**src/design/assert_macros.svh**
```systemverilog
// assertion helpers included by the rtl
`ifndef ASSERT_MACROS_SVH
`define ASSERT_MACROS_SVH

`ifndef NO_ASSERTIONS

// property must hold at every rising clock edge outside reset
`define SVA_ASSERT(label, clk, rst_n, prop) \
  label: assert property (@(posedge clk) disable iff (!rst_n) prop) \
    else $error("assertion failed");

// condition must never be seen outside reset
`define SVA_NEVER(label, clk, rst_n, cond) \
  label: assert property (@(posedge clk) disable iff (!rst_n) !(cond)) \
    else $error("forbidden condition seen");

`else

`define SVA_ASSERT(label, clk, rst_n, prop)
`define SVA_NEVER(label, clk, rst_n, cond)

`endif

`endif

```
**src/design/sva_pkg.sv**
```systemverilog
package sva_pkg;

  localparam int ENTITY_W = 16;
  localparam int CHAN_W   = 4;
  localparam int NOW_W    = 31;
  localparam int LEN_W    = 24;
  localparam int TIME_W   = 32;
  localparam int SLOT_W   = 3;

  localparam logic [TIME_W-1:0] LIFE_LIMIT = 32'h7fff_ffff;
  localparam logic [CHAN_W-1:0] CHAN_NONE  = 4'h0;
  localparam logic [CHAN_W-1:0] CHAN_ANY   = 4'hf;

  typedef enum logic {
    MODE_START = 1'b0,
    MODE_STOP  = 1'b1
  } mode_t;

  typedef enum logic [1:0] {
    STAT_GRANTED   = 2'd0,
    STAT_NO_SLOT   = 2'd1,
    STAT_STOPPED   = 2'd2,
    STAT_NOT_FOUND = 2'd3
  } status_t;

  // one stored voice slot, active bit kept apart
  typedef struct packed {
    logic [ENTITY_W-1:0] owner;
    logic [CHAN_W-1:0]   chan;
    logic [TIME_W-1:0]   end_time;
  } slot_word_t;

  // latched request
  typedef struct packed {
    mode_t               mode;
    logic [ENTITY_W-1:0] entity;
    logic [CHAN_W-1:0]   chan;
    logic [NOW_W-1:0]    now;
    logic [LEN_W-1:0]    len;
    logic                audible;
  } req_t;

endpackage

```
**src/design/sva_if.sv**
```systemverilog
// request channel
interface sva_in_if import sva_pkg::*; ();
  logic                       valid;
  logic                       ready;
  logic                       mode;
  logic [ENTITY_W-1:0]        entity;
  logic signed [CHAN_W-1:0]   ent_channel;
  logic [NOW_W-1:0]           current_time;
  logic [LEN_W-1:0]           sound_length;
  logic                       audible;

  modport source (
    output valid, mode, entity, ent_channel, current_time, sound_length, audible,
    input  ready
  );
  modport sink (
    input  valid, mode, entity, ent_channel, current_time, sound_length, audible,
    output ready
  );
endinterface

// result channel
interface sva_out_if import sva_pkg::*; ();
  logic              valid;
  logic              ready;
  logic [1:0]        status;
  logic [SLOT_W-1:0] slot;

  modport source (
    output valid, status, slot,
    input  ready
  );
  modport sink (
    input  valid, status, slot,
    output ready
  );
endinterface

```
**src/design/sound_voice_allocator_unit.sv**
```systemverilog
// the result is registered out of the finish step once the scan ends, early on a match
// requests are taken one at a time, paced by the one-slot-per-cycle scan through the slot
//   memory (one write and one read port) and the shared life subtract/compare unit
// the block takes no request while a scan is running
// reset (rst_n low, synchronous): all slots read as empty and inactive, viewer entity 0
module sound_voice_allocator_unit import sva_pkg::*; #(
  parameter int DYNAMIC_SLOTS = 8
) (
  input  logic                clk,
  input  logic                rst_n,
  input  logic                cfg_we,
  input  logic [ENTITY_W-1:0] cfg_wdata,
  sva_in_if.sink              in_ch,
  sva_out_if.source           out_ch
);

`include "assert_macros.svh"

  localparam int IDXW = (DYNAMIC_SLOTS > 1) ? $clog2(DYNAMIC_SLOTS) : 1;
  localparam logic [IDXW-1:0] LAST_IDX = IDXW'(DYNAMIC_SLOTS - 1);

  typedef enum logic [1:0] {
    ST_IDLE,
    ST_SCAN,
    ST_FINISH
  } state_t;

  state_t              state_r;
  req_t                req_r;
  logic [ENTITY_W-1:0] viewer_r;
  logic [IDXW-1:0]     rd_idx_r;
  logic                issue_done_r;
  logic                ev_vld_r;
  logic [IDXW-1:0]     ev_idx_r;
  logic [TIME_W-1:0]   best_r;
  logic [IDXW-1:0]     pick_r;
  logic                found_r;
  logic                out_valid_r;
  status_t             out_status_r;
  logic [SLOT_W-1:0]   out_slot_r;

  // slot storage
  slot_word_t          slot_mem [DYNAMIC_SLOTS];
  logic [DYNAMIC_SLOTS-1:0] slot_vld_r;
  logic [DYNAMIC_SLOTS-1:0] slot_act_r;
  slot_word_t          rd_word_r;
  logic                rd_vld_r;
  logic                rd_act_r;

  logic                fin_go;
  logic                mem_we;
  slot_word_t          wr_word;

  logic [ENTITY_W-1:0] e_owner;
  logic [CHAN_W-1:0]   e_chan;
  logic [TIME_W-1:0]   e_end;
  logic [TIME_W-1:0]   life;
  logic                reuse_hit;
  logic                stop_hit;
  logic                hit;
  logic                protect;
  logic                better;

  // handshake ports
  assign in_ch.ready   = (state_r == ST_IDLE);
  assign out_ch.valid  = out_valid_r;
  assign out_ch.status = out_status_r;
  assign out_ch.slot   = out_slot_r;

  // finish when the result register is free
  assign fin_go = (state_r == ST_FINISH) && (!out_valid_r || out_ch.ready);
  assign mem_we = fin_go && found_r;

  // rewritten slot: stop keeps owner and channel, which equal the request
  always_comb begin
    wr_word.owner    = req_r.entity;
    wr_word.chan     = req_r.chan;
    wr_word.end_time = '0;
    if (req_r.mode == MODE_START && req_r.audible) begin
      wr_word.end_time = TIME_W'({1'b0, req_r.now} + {8'd0, req_r.len});
    end
  end

  // slot memory, one write and one registered read port
  always_ff @(posedge clk) begin
    if (mem_we) begin
      slot_mem[pick_r] <= wr_word;
    end
    rd_word_r <= slot_mem[rd_idx_r];
    rd_vld_r  <= slot_vld_r[rd_idx_r];
    rd_act_r  <= slot_act_r[rd_idx_r];
  end

  // written and active flags per slot
  always_ff @(posedge clk) begin
    if (!rst_n) begin
      slot_vld_r <= '0;
      slot_act_r <= '0;
    end else if (mem_we) begin
      slot_vld_r[pick_r] <= 1'b1;
      slot_act_r[pick_r] <= (req_r.mode == MODE_START) && req_r.audible;
    end
  end

  // examine the slot read last cycle
  always_comb begin
    e_owner   = rd_vld_r ? rd_word_r.owner    : '0;
    e_chan    = rd_vld_r ? rd_word_r.chan     : '0;
    e_end     = rd_vld_r ? rd_word_r.end_time : '0;
    life      = e_end - {1'b0, req_r.now};
    reuse_hit = (req_r.chan != CHAN_NONE) && (e_owner == req_r.entity) &&
                ((e_chan == req_r.chan) || (req_r.chan == CHAN_ANY));
    stop_hit  = (e_owner == req_r.entity) && (e_chan == req_r.chan);
    hit       = (req_r.mode == MODE_STOP) ? stop_hit : reuse_hit;
    protect   = (e_owner == viewer_r) && (req_r.entity != viewer_r) && rd_act_r;
    better    = (req_r.mode == MODE_START) && !protect &&
                ($signed(life) < $signed(best_r));
  end

  // sequencer and result register
  always_ff @(posedge clk) begin
    if (!rst_n) begin
      state_r      <= ST_IDLE;
      viewer_r     <= '0;
      ev_vld_r     <= 1'b0;
      issue_done_r <= 1'b0;
      rd_idx_r     <= '0;
      found_r      <= 1'b0;
      out_valid_r  <= 1'b0;
    end else begin
      if (cfg_we) begin
        viewer_r <= cfg_wdata;
      end
      if (out_valid_r && out_ch.ready && !fin_go) begin
        out_valid_r <= 1'b0;
      end
      unique case (state_r)
        ST_IDLE: begin
          ev_vld_r <= 1'b0;
          if (in_ch.valid) begin
            req_r.mode    <= mode_t'(in_ch.mode);
            req_r.entity  <= in_ch.entity;
            req_r.chan    <= $unsigned(in_ch.ent_channel);
            req_r.now     <= in_ch.current_time;
            req_r.len     <= in_ch.sound_length;
            req_r.audible <= in_ch.audible;
            rd_idx_r      <= '0;
            issue_done_r  <= 1'b0;
            best_r        <= LIFE_LIMIT;
            pick_r        <= '0;
            found_r       <= 1'b0;
            state_r       <= ST_SCAN;
          end
        end
        ST_SCAN: begin
          // read side: one slot a cycle, stopped by an early match
          ev_vld_r <= !issue_done_r && !(ev_vld_r && hit);
          ev_idx_r <= rd_idx_r;
          if (!issue_done_r) begin
            if (rd_idx_r == LAST_IDX) begin
              issue_done_r <= 1'b1;
            end else begin
              rd_idx_r <= rd_idx_r + 1'b1;
            end
          end
          // compare side
          if (ev_vld_r) begin
            priority if (hit) begin
              found_r  <= 1'b1;
              pick_r   <= ev_idx_r;
              state_r  <= ST_FINISH;
            end else begin
              if (better) begin
                best_r  <= life;
                pick_r  <= ev_idx_r;
                found_r <= 1'b1;
              end
              if (ev_idx_r == LAST_IDX) begin
                state_r  <= ST_FINISH;
              end
            end
          end
        end
        ST_FINISH: begin
          ev_vld_r <= 1'b0;
          if (fin_go) begin
            out_valid_r <= 1'b1;
            out_slot_r  <= found_r ? SLOT_W'(pick_r) : '0;
            if (req_r.mode == MODE_STOP) begin
              out_status_r <= found_r ? STAT_STOPPED : STAT_NOT_FOUND;
            end else begin
              out_status_r <= found_r ? STAT_GRANTED : STAT_NO_SLOT;
            end
            state_r <= ST_IDLE;
          end
        end
        default: begin
          state_r <= ST_IDLE;
        end
      endcase
    end
  end

  // a result only appears out of the finish step
  `SVA_ASSERT(a_result_from_finish, clk, rst_n, $rose(out_valid_r) |-> $past(state_r) == ST_FINISH)
  // a request transfer starts a scan
  `SVA_ASSERT(a_accept_scans, clk, rst_n, (in_ch.valid && in_ch.ready) |=> state_r == ST_SCAN)
  // failed requests report slot zero
  `SVA_NEVER(a_fail_slot_zero, clk, rst_n, out_valid_r && (out_status_r == STAT_NO_SLOT || out_status_r == STAT_NOT_FOUND) && out_slot_r != '0)
  // slot memory is only written when a result is produced
  `SVA_ASSERT(a_write_with_result, clk, rst_n, mem_we |=> out_valid_r && state_r == ST_IDLE)
  // compare stage only busy while scanning
  `SVA_NEVER(a_eval_outside_scan, clk, rst_n, ev_vld_r && state_r != ST_SCAN)

endmodule

```
**src/flat_wrapper.sv**
```systemverilog
// flat-port wrapper written by rule: the top's interface ports become plain ports
module sound_voice_allocator_unit_flat import sva_pkg::*;
#(
  parameter int DYNAMIC_SLOTS = 8
)
  (clk, rst_n, cfg_we, cfg_wdata, in_ch_valid, in_ch_mode, in_ch_entity, in_ch_ent_channel, in_ch_current_time, in_ch_sound_length, in_ch_audible, in_ch_ready, out_ch_valid, out_ch_status, out_ch_slot, out_ch_ready);
  sva_in_if in_ch_i ();
  sva_out_if out_ch_i ();
  input  logic clk;
  input  logic rst_n;
  input  logic cfg_we;
  input  logic [ENTITY_W-1:0] cfg_wdata;
  input wire logic [$bits(in_ch_i.valid)-1:0] in_ch_valid;
  input wire logic [$bits(in_ch_i.mode)-1:0] in_ch_mode;
  input wire logic [$bits(in_ch_i.entity)-1:0] in_ch_entity;
  input wire logic [$bits(in_ch_i.ent_channel)-1:0] in_ch_ent_channel;
  input wire logic [$bits(in_ch_i.current_time)-1:0] in_ch_current_time;
  input wire logic [$bits(in_ch_i.sound_length)-1:0] in_ch_sound_length;
  input wire logic [$bits(in_ch_i.audible)-1:0] in_ch_audible;
  output wire logic [$bits(in_ch_i.ready)-1:0] in_ch_ready;
  output wire logic [$bits(out_ch_i.valid)-1:0] out_ch_valid;
  output wire logic [$bits(out_ch_i.status)-1:0] out_ch_status;
  output wire logic [$bits(out_ch_i.slot)-1:0] out_ch_slot;
  input wire logic [$bits(out_ch_i.ready)-1:0] out_ch_ready;
  assign in_ch_i.valid = in_ch_valid;
  assign in_ch_i.mode = in_ch_mode;
  assign in_ch_i.entity = in_ch_entity;
  assign in_ch_i.ent_channel = in_ch_ent_channel;
  assign in_ch_i.current_time = in_ch_current_time;
  assign in_ch_i.sound_length = in_ch_sound_length;
  assign in_ch_i.audible = in_ch_audible;
  assign in_ch_ready = in_ch_i.ready;
  assign out_ch_valid = out_ch_i.valid;
  assign out_ch_status = out_ch_i.status;
  assign out_ch_slot = out_ch_i.slot;
  assign out_ch_i.ready = out_ch_ready;
  sound_voice_allocator_unit #(.DYNAMIC_SLOTS(DYNAMIC_SLOTS)) u_core (.clk(clk), .rst_n(rst_n), .cfg_we(cfg_we), .cfg_wdata(cfg_wdata), .in_ch(in_ch_i), .out_ch(out_ch_i));
endmodule
```
**config.mk**
```make
export PLATFORM = sky130hd
export DESIGN_NAME = sound_voice_allocator_unit_flat
export DESIGN_NICKNAME = d
export VERILOG_FILES = /design/src/design/sva_pkg.sv /design/src/design/sva_if.sv /design/src/design/sound_voice_allocator_unit.sv /design/src/flat_wrapper.sv
export VERILOG_INCLUDE_DIRS = /design/src /design/src/design
export SDC_FILE = /design/constraint.sdc
export NUM_CORES = 1
export LEC_CHECK = 0
export BUFFER_PORTS_ARGS = -buffer_cell sky130_fd_sc_hd__buf_2
export CAP_MARGIN = 20
export CORE_MARGIN = 8
export CORE_UTILIZATION = 47
export DETAILED_ROUTE_END_ITERATION = 8
export GPL_TIMING_DRIVEN = 0
export MAX_ROUTING_LAYER = met4
export SLEW_MARGIN = 20
export SYNTH_ARGS = -nofsm -noshare
export SYNTH_HDL_FRONTEND = slang
export SYNTH_SLANG_ARGS = --single-unit
export TNS_END_PERCENT = 10
```
**constraint.sdc**
```tcl
create_clock -name clk -period 8.87 [get_ports clk]
set_input_delay 0.4435 -clock clk [delete_from_list [all_inputs] [get_ports clk]]
set_output_delay 0.4435 -clock clk [all_outputs]
set_load 0.01 [all_outputs]
```
==> metrics.txt <==
Seq. cell area 18000 sq um; sequential power share roughly half; Multi-input gate area 8950 sq um; Final ANT Viol Nets 0; residual DRC count 0; antenna violations before repair 0; met2 wire len 31.6 mm; Max Clk Rate 0.131 GHz; fill count 4551; Final Hold Fails 0; hold slack approximately 0.036 ns; Yosys top cell area share 58.8%; WP data required 9.08 ns; Setup WS pre-CTS between 1 and 1.5 ns; Final Cycle Share 86.1%; Ports ~110; Seq/Total Area, Yosys 65.7%; Synth Area in Compound Gates 6.54%; port bufs 102; Worst setup SP type flip-flop; CP arrival between 7 and 8 ns; Mean Syn Cell Area 15.4 sq um; DR WL/cell around 22 microns; Via density between 5 and 6; area grow syn2layout 18.9%; worst skew pair latency 0.60 ns; post-synth top area cell edfxtp_1; post-layout minimum cycle time 7.64 ns; R2R cell count 23; DRT iter0 DRCs approximately 1000; main combinational cell family by area after synthesis multiplexers; die height 257 microns; Final WS setup 1.23 ns; Leakage 0.0117 uW; number of H-tree levels 3; reg2reg end u_core.best_r[6]$_SDFFCE_PN1P_; Synthesis Warnings 0; hold path endpoint u_core.req_r[14]$_DFFE_PP_; flops & latches, synth 631; total track usage about a fifth; post-route met1 wirelength 27.5 mm; mux contribution to synthesized area 12.0%; root buffer cell clkbuf_16; CTS tree yes; largest cells by area after synthesis edfxtp_1, mux4_2, dfxtp_1, ha_1, mux2_2; VDD IR max 0.179 mV; full die area 66300 sq um; Worst Hold Class input pin to flip-flop; Post-synth ARST share 0%; Vias about 16000; global-route wire length before repair 97.4 mm; CTS Buf Count 68; vias in the first global route roughly 17000; CTS Hold Buffers Added slightly below 60; clk buf depth 3; RR Startpoint u_core.rd_vld_r$_DFF_P_; GPL Wtd Cong 0.910; largest net degree at the start of global routing 33; XOR/XNOR share of the synthesized area 2.33%; metal3 WL 2.63 mm; Adder-Cell Fraction of Synth Area 4.17%; pwr/cell area 215 nW/um^2; net switching power figure 1620 uW; row cnt 88; layout cells sized above 1 20.9%; RSZ-0062 raised after global routing no; area post-placement 29700 sq um; drt first pass iters 6; NumNets Final 2234; crit path max fanout 32; number of distinct library cells after synthesis 69; Comb power frac about a tenth; setup violators final 0; Clock transition at path regs 0.06 ns; Slew HR a little under a third; worst hold start in_ch_sound_length[13]; Resize count post-CTS 0; simple-gate area share of the yosys netlist roughly 7.3%; grt ovf 0; hpwl dp 44.3 mm; Finished Cell Area between 30000 and 40000 sq um; max-cap viol count 0; Setup Fix Bufs, Post-CTS 0; clk_skew between 0.02 and 0.025 ns; clk sinks 631; r2r setup slk 1.23 ns; switch share 23.2%; element type at the critical path end flip-flop; P_int 5370 uW; Mapped Cells 1775; critical path type flip-flop to flip-flop; core area 57700 sq um; Mapped Nets 1963; Slew Viols, Final 0; initial core utilization between 40% and 50%; Mapped Area 27400 sq um; run status finished, final reports clean; max layer used met4; Top FF cell, synth edfxtp_1; clock power share 40.8%; Die W 257 microns; WL final 63.4 mm; overall power 7000 uW; actual slew at the worst max-slew pin 1.05 ns; Post-synth EDFFs 536; hold path depth 1
## synth_stat cells (15+ instances only)
| master | n |
|---|---|
| xnor2_1 | 30 |
| nand3b_1 | 15 |
| edfxtp_1 | 536 |
| xor2_1 | 43 |
| o21ai_0 | 61 |
| inv_1 | 80 |
| nand3_1 | 28 |
| mux2i_1 | 26 |
| nor2_1 | 83 |
| o21a_1 | 21 |
| clkbuf_1 | 42 |
| a21oi_1 | 64 |
| buf_1 | 15 |
| nand2b_1 | 40 |
| nand2_1 | 62 |
| and2_1 | 44 |
| nor3_1 | 23 |
| dfxtp_1 | 95 |
| nor2b_1 | 34 |
| mux2_2 | 54 |
| ha_1 | 88 |
| a21o_1 | 29 |
| mux4_2 | 108 |
## registers in the layout, indices dropped and copies added, names as in the netlist, 2 cells and up
signal                count
u_core.viewer_r          16
u_core.out_ch.slot        3
u_core.out_ch.status      2
u_core.best_r            32
u_core.rd_idx_r           3
u_core.slot_act_r         8
u_core.slot_vld_r         8
u_core.slot_mem         416
u_core.req_r             77
u_core.rd_word_r         52
u_core.ev_idx_r           3
u_core.pick_r             3
u_core.state_r            2
## layout make-up
cell class                      count  share of cell area [%]
Clock buffer                       90                    5.92
Sequential cell                   631                    55.3
Clock inverter                     34                    1.08
Inverter                           80                   0.922
Tap cell                          765                    2.94
Timing Repair Buffer              201                    5.69
Antenna cell                        1                 0.00768
Multi-Input combinational cell   1006                    27.5
Buffer                             58                   0.691
## kinds of logic (layout without fill, tap and decap cells)
group | after synthesis | count (layout)
AOI/OAI and AO/OA | 275 | 275
muxes | 188 | 188
other | 0 | 1
and+or+nand+nor | 380 | 380
DFF | 631 | 631
adders and majority gates | 90 | 90
xor gates and xnor gates | 73 | 73
buffers and inverters | 138 | 463
## placed cells by master (no fill, tap or decap), types with 12 or more instances in the layout
cell type / count
a211oi_1: 12
a21o_1: 28
a21oi_1: 64
a22oi_1: 12
and2_1: 44
and3_1: 12
buf_16: 19
buf_2: 103
buf_4: 12
clkbuf_1: 54
clkbuf_16: 72
clkinv_1: 12
dfxtp_1: 95
dlygate4sd3_1: 58
edfxtp_1: 536
ha_1: 88
inv_1: 80
mux2_2: 54
mux2i_1: 26
mux4_2: 108
nand2_1: 62
nand2b_1: 40
nand3_1: 28
nand3b_1: 15
nor2_1: 76
nor2b_1: 33
nor3_1: 21
o21a_1: 21
o21ai_0: 61
xnor2_1: 30
xor2_1: 43
## through the flow
stage                     TNS (ns)  utilization (%)  cells
after floorplan                  0                -   1775
after global placement      -58.30             50.0   2642
after detailed placement         0             51.4   2682
after CTS                        0             56.4   2864
after global routing             0             56.4   2865
final                            0             56.5   2866
## worst max-delay path by stage
stage | startpoint | slack, ns | to
after floorplan | u_core.rd_vld_r$_DFF_P_ | 3.19 | u_core.best_r[0]$_SDFFCE_PN1P_
after global placement | out_ch_ready | -0.72 | u_core.slot_act_r[0]$_SDFFE_PN0P_
after detailed placement | u_core.rd_vld_r$_DFF_P_ | 1.16 | u_core.best_r[2]$_SDFFCE_PN1P_
after CTS | u_core.rd_vld_r$_DFF_P_ | 1.13 | u_core.best_r[6]$_SDFFCE_PN1P_
after global routing | u_core.rd_vld_r$_DFF_P_ | 0.76 | u_core.best_r[6]$_SDFFCE_PN1P_
final | u_core.rd_vld_r$_DFF_P_ | 1.23 | u_core.best_r[6]$_SDFFCE_PN1P_
## power by group through the flow
| stage | Sequential, uW | Combinational (uW) | Clock [uW] |
|---|---|---|---|
| after floorplan | 3450 | 491 | 0 |
| after global placement | 3490 | 667 | 0 |
| after detailed placement | 3480 | 701 | 0 |
| after CTS | 3420 | 726 | 2930 |
| after global routing | 3430 | 796 | 3030 |
| final | 3420 | 719 | 2860 |
## layer usage
layer	vias up	GRT usage [%]
li1	7404	-
met1	7874	25.2
met2	372	32.8
met3	98	3.11
met4	0	5.50
met5	-	-
## critical path: stages, from the launching register on
cell and delay [ns]:
dfxtp_1 0.32, clkbuf_1 0.28, clkbuf_1 0.46, clkbuf_1 0.64, clkbuf_1 0.43, nand2_1 0.15, ha_1 0.25, fa_1 0.48
nor2b_4 0.15, o211ai_2 0.09, a31oi_1 0.38, a211o_1 0.39, a2111oi_2 0.14, o31ai_1 0.30, xor2_1 0.14, ha_1 0.32
nand3_1 0.09, nor3_1 0.32, nand2_1 0.19, nor3_1 0.22, o31ai_1 0.16, a21oi_1 0.26, o21a_1 0.30, a21o_2 0.72
Note: power is estimated with default switching activity, not from simulation.
